===== src/rtl/core/prs_pkg.sv =====
package prs_pkg;

	localparam int unsigned ROUNDS = 31;
	localparam int unsigned BLOCK_W = 64;
	localparam int unsigned KEY_W = 80;
	localparam int unsigned RND_W = 5;

	typedef logic [BLOCK_W-1:0] block_t;
	typedef logic [KEY_W-1:0] key_t;
	typedef logic [RND_W-1:0] rnd_t;

	// configuration register indexes
	typedef enum logic [0:0] {
		REG_KEY_LOW  = 1'b0,
		REG_KEY_HIGH = 1'b1
	} reg_idx_t;

	localparam logic [3:0] SBOX [16] = '{
		4'hC, 4'h5, 4'h6, 4'hB, 4'h9, 4'h0, 4'hA, 4'hD,
		4'h3, 4'hE, 4'hF, 4'h8, 4'h4, 4'h7, 4'h1, 4'h2
	};

	function automatic block_t sub_layer(input block_t s);
		block_t r;
		r = '0;
		for (int n = 0; n < 16; n++) begin
			r[4*n +: 4] = SBOX[s[4*n +: 4]];
		end
		return r;
	endfunction

	// bit i moves to 16*i mod 63, the top bit stays
	function automatic block_t perm_layer(input block_t s);
		block_t r;
		r = '0;
		for (int i = 0; i < 63; i++) begin
			r[(16 * i) % 63] = s[i];
		end
		r[63] = s[63];
		return r;
	endfunction

	function automatic block_t round_key(input key_t k);
		return k[79:16];
	endfunction

	// rotate left by 61, S-box on the top nibble, counter into bits 19..15
	function automatic key_t key_update(input key_t k, input rnd_t rnd);
		key_t n;
		n = {k[18:0], k[79:19]};
		n[79:76] = SBOX[n[79:76]];
		n[19:15] = n[19:15] ^ rnd;
		return n;
	endfunction

endpackage


===== src/rtl/core/prs_round.sv =====
module prs_round (
	input  logic            clk,
	input  logic            arst_n,
	input  logic            adv,
	input  prs_pkg::rnd_t   rnd,
	input  logic            in_valid,
	input  prs_pkg::block_t in_state,
	input  prs_pkg::key_t   in_key,
	output logic            valid_s,
	output prs_pkg::block_t state_s,
	output prs_pkg::key_t   key_s
);

	prs_pkg::block_t state_d;
	prs_pkg::key_t key_d;

	always_comb begin
		state_d = prs_pkg::perm_layer(prs_pkg::sub_layer(in_state ^ prs_pkg::round_key(in_key)));
		key_d = prs_pkg::key_update(in_key, rnd);
	end

	always_ff @(posedge clk or negedge arst_n) begin
		if (!arst_n) begin
			valid_s <= 1'b0;
		end else if (adv) begin
			valid_s <= in_valid;
		end
	end

	// payload needs no reset; load only on a live transaction
	always_ff @(posedge clk) begin
		if (adv && in_valid) begin
			state_s <= state_d;
			key_s <= key_d;
		end
	end

endmodule


===== config.mk =====
export PLATFORM = sky130hd
export DESIGN_NAME = prs_round
export DESIGN_NICKNAME = d
export VERILOG_FILES = /design/src/rtl/core/prs_pkg.sv /design/src/rtl/core/prs_round.sv
export SDC_FILE = /design/constraint.sdc
export NUM_CORES = 1
export LEC_CHECK = 0
export ABC_CLOCK_PERIOD_IN_PS = 1400
export BUFFER_PORTS_ARGS = -buffer_cell sky130_fd_sc_hd__buf_2
export CAP_MARGIN = 5
export CORE_MARGIN = 1.5
export CORE_UTILIZATION = 50
export DETAILED_ROUTE_END_ITERATION = 10
export GPL_TIMING_DRIVEN = 1
export PLACE_DENSITY = 0.79
export SLEW_MARGIN = 10
export SYNTH_ARGS = -nofsm -noshare
export SYNTH_HDL_FRONTEND = slang
export SYNTH_SLANG_ARGS = --single-unit

===== constraint.sdc =====
create_clock -name clk -period 1.4 [get_ports clk]
set_clock_uncertainty 0.05 [all_clocks]
set_input_delay 0.35 -clock clk [delete_from_list [all_inputs] [get_ports clk]]
set_output_delay 0.35 -clock clk [all_outputs]
set_load 0.05 [all_outputs]

==> impl_metrics.env <==
export IMPL_status="finished, violations left"
export IMPL_violations="negative setup slack"
export IMPL_layout_setup_ws_ns=-0.0521
export IMPL_overflow=0
export IMPL_num_vias=5812
export IMPL_setup_worst_path_start_class="flop"
export IMPL_synth_edf_count=144
export IMPL_numPortBuffers=297
export IMPL_crit_chain="buf_4"
export IMPL_syn_area_um2=7700
export IMPL_dpl_hpwl_mm=14.8
export IMPL_layout_commonest_cell="buf_2"
export IMPL_drc_errors=0
export IMPL_dieArea_um2=16100
export IMPL_min_delay_path_depth=1
export IMPL_timing_worst_setup_path_type="reg -> out"
export IMPL_start_util_pct=51.0
export IMPL_critPathMaxStageDelay_ns=0.42
export IMPL_synth_top_area_cell="edfxtp_1"
export IMPL_reg2reg_depth=1
export IMPL_period_needed_ns=1.45
export IMPL_drt_first_pass_iters=4
export IMPL_path_max_fanout=1
export IMPL_grt_pass1_vias=6376
export IMPL_totalWireLength_mm=21.5
export IMPL_gp_congestion=0.823
export IMPL_crit_arrival_ns=1.05
export IMPL_required_ns=1.00
export IMPL_grt_start_max_net_pins=41
export IMPL_hold_viol_final=0
export IMPL_netlist_instances=500
export IMPL_synth_top_family_by_area="multiplexers"
export IMPL_maxCapViolCount=0
export IMPL_clockBufferDepth=2
export IMPL_post_route_util_pct=83.6
export IMPL_finalPower_mw=15.3
export IMPL_powerDensity_nw_per_um2=1210
export IMPL_drt_iter0_drc=281
export IMPL_drive_gt1_share_pct=59.6
export IMPL_synth_compound_area_share_pct=4.71
export IMPL_netlist_top_cells_area="edfxtp_1 56%, ha_1 8.6%, mux4_2 5.3%"
export IMPL_syn_nets=706
export IMPL_worst_pin_slew_ns=0.501
export IMPL_clk_latency_ns=0.41
export IMPL_antenna_left=0
export IMPL_rows=45
export IMPL_path_delay_family="flip-flops"
export IMPL_area_growth_pct=63.9
export IMPL_nets=1129
export IMPL_via_per_inst=5.17
export IMPL_fin_crit_sh_pct=104
export IMPL_synthAdderAreaFrac_pct=8.62
export IMPL_rsz0062_at_grt="yes"
export IMPL_cts_tree="done"
export IMPL_clock_sinks=145
export IMPL_muxShareOfSynthArea_pct=12.4
export IMPL_finalMaxSlewViolations=0
export IMPL_n_fill_cell=746
export IMPL_ys_seq_area_share_pct=56.5
export IMPL_crit_buf_inv=1
export IMPL_setup_viol=13
export IMPL_clock_fmax_ghz=0.689
export IMPL_cts_root_buf="clkbuf_16"
export IMPL_track_usage_pct=25.6
export IMPL_io_pins=298
export IMPL_ys_types=38
export IMPL_final_setup_tns_ns=-0.174
export IMPL_htreeDepth=4
export IMPL_async_reset_ff_share_pct=0.690
export IMPL_final_cell_mix="148 x buf_2, 144 x edfxtp_1, 138 x buf_6"
export IMPL_grt_pass1_wl_mm=31.4
export IMPL_ys_warn_count=0
export IMPL_core_area_um2=15100
export IMPL_ys_ff_latch=145
export IMPL_synth_top_area_share_pct=56.2
export IMPL_critical_path_cell_count=1
export IMPL_multi_input_area_um2=3910
export IMPL_synth_simple_gate_area_share_pct=1.90
export IMPL_avgSynthCellArea_um2=15.4
export IMPL_cp_end_kind="output port"
export IMPL_regArea_um2=4350
export IMPL_slew_headroom_pct=66.5
export IMPL_die_w_um=127
export IMPL_hold_path_class="in -> reg"
export IMPL_synthXorXnorAreaFrac_pct=12.4
export IMPL_die_h_um=127
export IMPL_p_leak_nw=5.37
export IMPL_crit_path_top_delay_cell="edfxtp_1"
export IMPL_wl_per_cell_um=19.1
export IMPL_ir_worst_vdd_mv=0.830
export IMPL_clk_pin_slew_ns=0.06
export IMPL_synth_top_flop_cell="edfxtp_1"
export IMPL_cts_buffers=17
export IMPL_antenna_found_initial=1
-- what timing repair did --
action                                  CTS  global route
pin swaps                                 2            12
hold buffers                              1             0
endpoints found under the setup margin  141           135
buffers inserted                          1             1
endpoints found under the hold margin     1             0
resized for setup                       237            72
-- path summary, 6_finish.rpt --
| check | from | end | slack (ns) |
|---|---|---|---|
| setup / recovery | key_s[56] | key_s[56] | -0.05 |
| hold / removal | in_key[11] | key_s[72] | 0.05 |
| setup reg to reg | valid_s | valid_s | 0.59 |
| hold reg to reg | valid_s | valid_s | 0.49 |
| max in group asynchronous | arst_n | valid_s | 0.99 |
| min in group asynchronous | arst_n | valid_s | 0.21 |
-- layer usage --
| metal | vias up | share of wire, % | global-route usage, % |
|---|---|---|---|
| met1 | 2841 | 33 | 25.6 |
| met3 | 43 | 5.5 | 5.61 |
| met5 | - | 0 | 0 |
| li1 | 2691 | - | - |
| met2 | 237 | 58 | 50.0 |
| met4 | 0 | 3.1 | 12.0 |
-- logic make-up after synthesis --
family          after synthesis
flops                       145
xor+xnor                     89
fa+ha+maj                    53
simple gates                 29
compound gates               48
buf+inv                      69
mux                          67
-- Yosys cell counts, types with 3 or more instances --
| master | number |
|---|---|
| ha_1 | 53 |
| nand2_1 | 4 |
| o221a_2 | 10 |
| edfxtp_1 | 144 |
| xor2_2 | 11 |
| xor2_1 | 27 |
| o211ai_1 | 10 |
| mux4_1 | 3 |
| mux2i_1 | 40 |
| mux4_2 | 18 |
| inv_1 | 66 |
| xnor2_2 | 7 |
| xnor2_1 | 42 |
| o21ai_0 | 17 |
| nor3_1 | 6 |
| mux2_2 | 6 |
| nand3_1 | 11 |
-- layout make-up --
cell class	count	area share, %
flip-flops and latches	145	34.5
multi-input cells	286	31.0
repair buffers	406	25.9
clock inverters	14	1.30
inverters	67	2.01
clock buffers	18	3.40
diodes	1	0.0198
well taps	188	1.86
-- flip-flops by register name, indices dropped and copies added, names as in the netlist --
signal	flops
key_s	80
state_s	64
valid_s	1
-- through the flow --
stage / cell area, um2 / cells / hold WS, ns / setup slack, ns
after floorplan: 8440 / 500 / 0.00441 / -0.463
after global placement: 11000 / 1089 / 0.0910 / -0.464
after detailed placement: 11000 / 1089 / 0.0914 / -0.514
after CTS: 12300 / 1123 / 0.0318 / -0.0329
after global routing: 12600 / 1125 / 0.0334 / -0.0794
final: 12600 / 1125 / 0.0537 / -0.0521
-- report_power, final --
| group | total (mW) | internal (mW) | switching (mW) | leakage, nW |
|---|---|---|---|---|
| Clock | 4.61 | 2.80 | 1.81 | 0.279 |
| Combinational | 5.21 | 2.27 | 2.93 | 3.73 |
| Sequential | 5.51 | 5.32 | 0.186 | 1.36 |
Note: power is estimated with default switching activity, not from simulation.
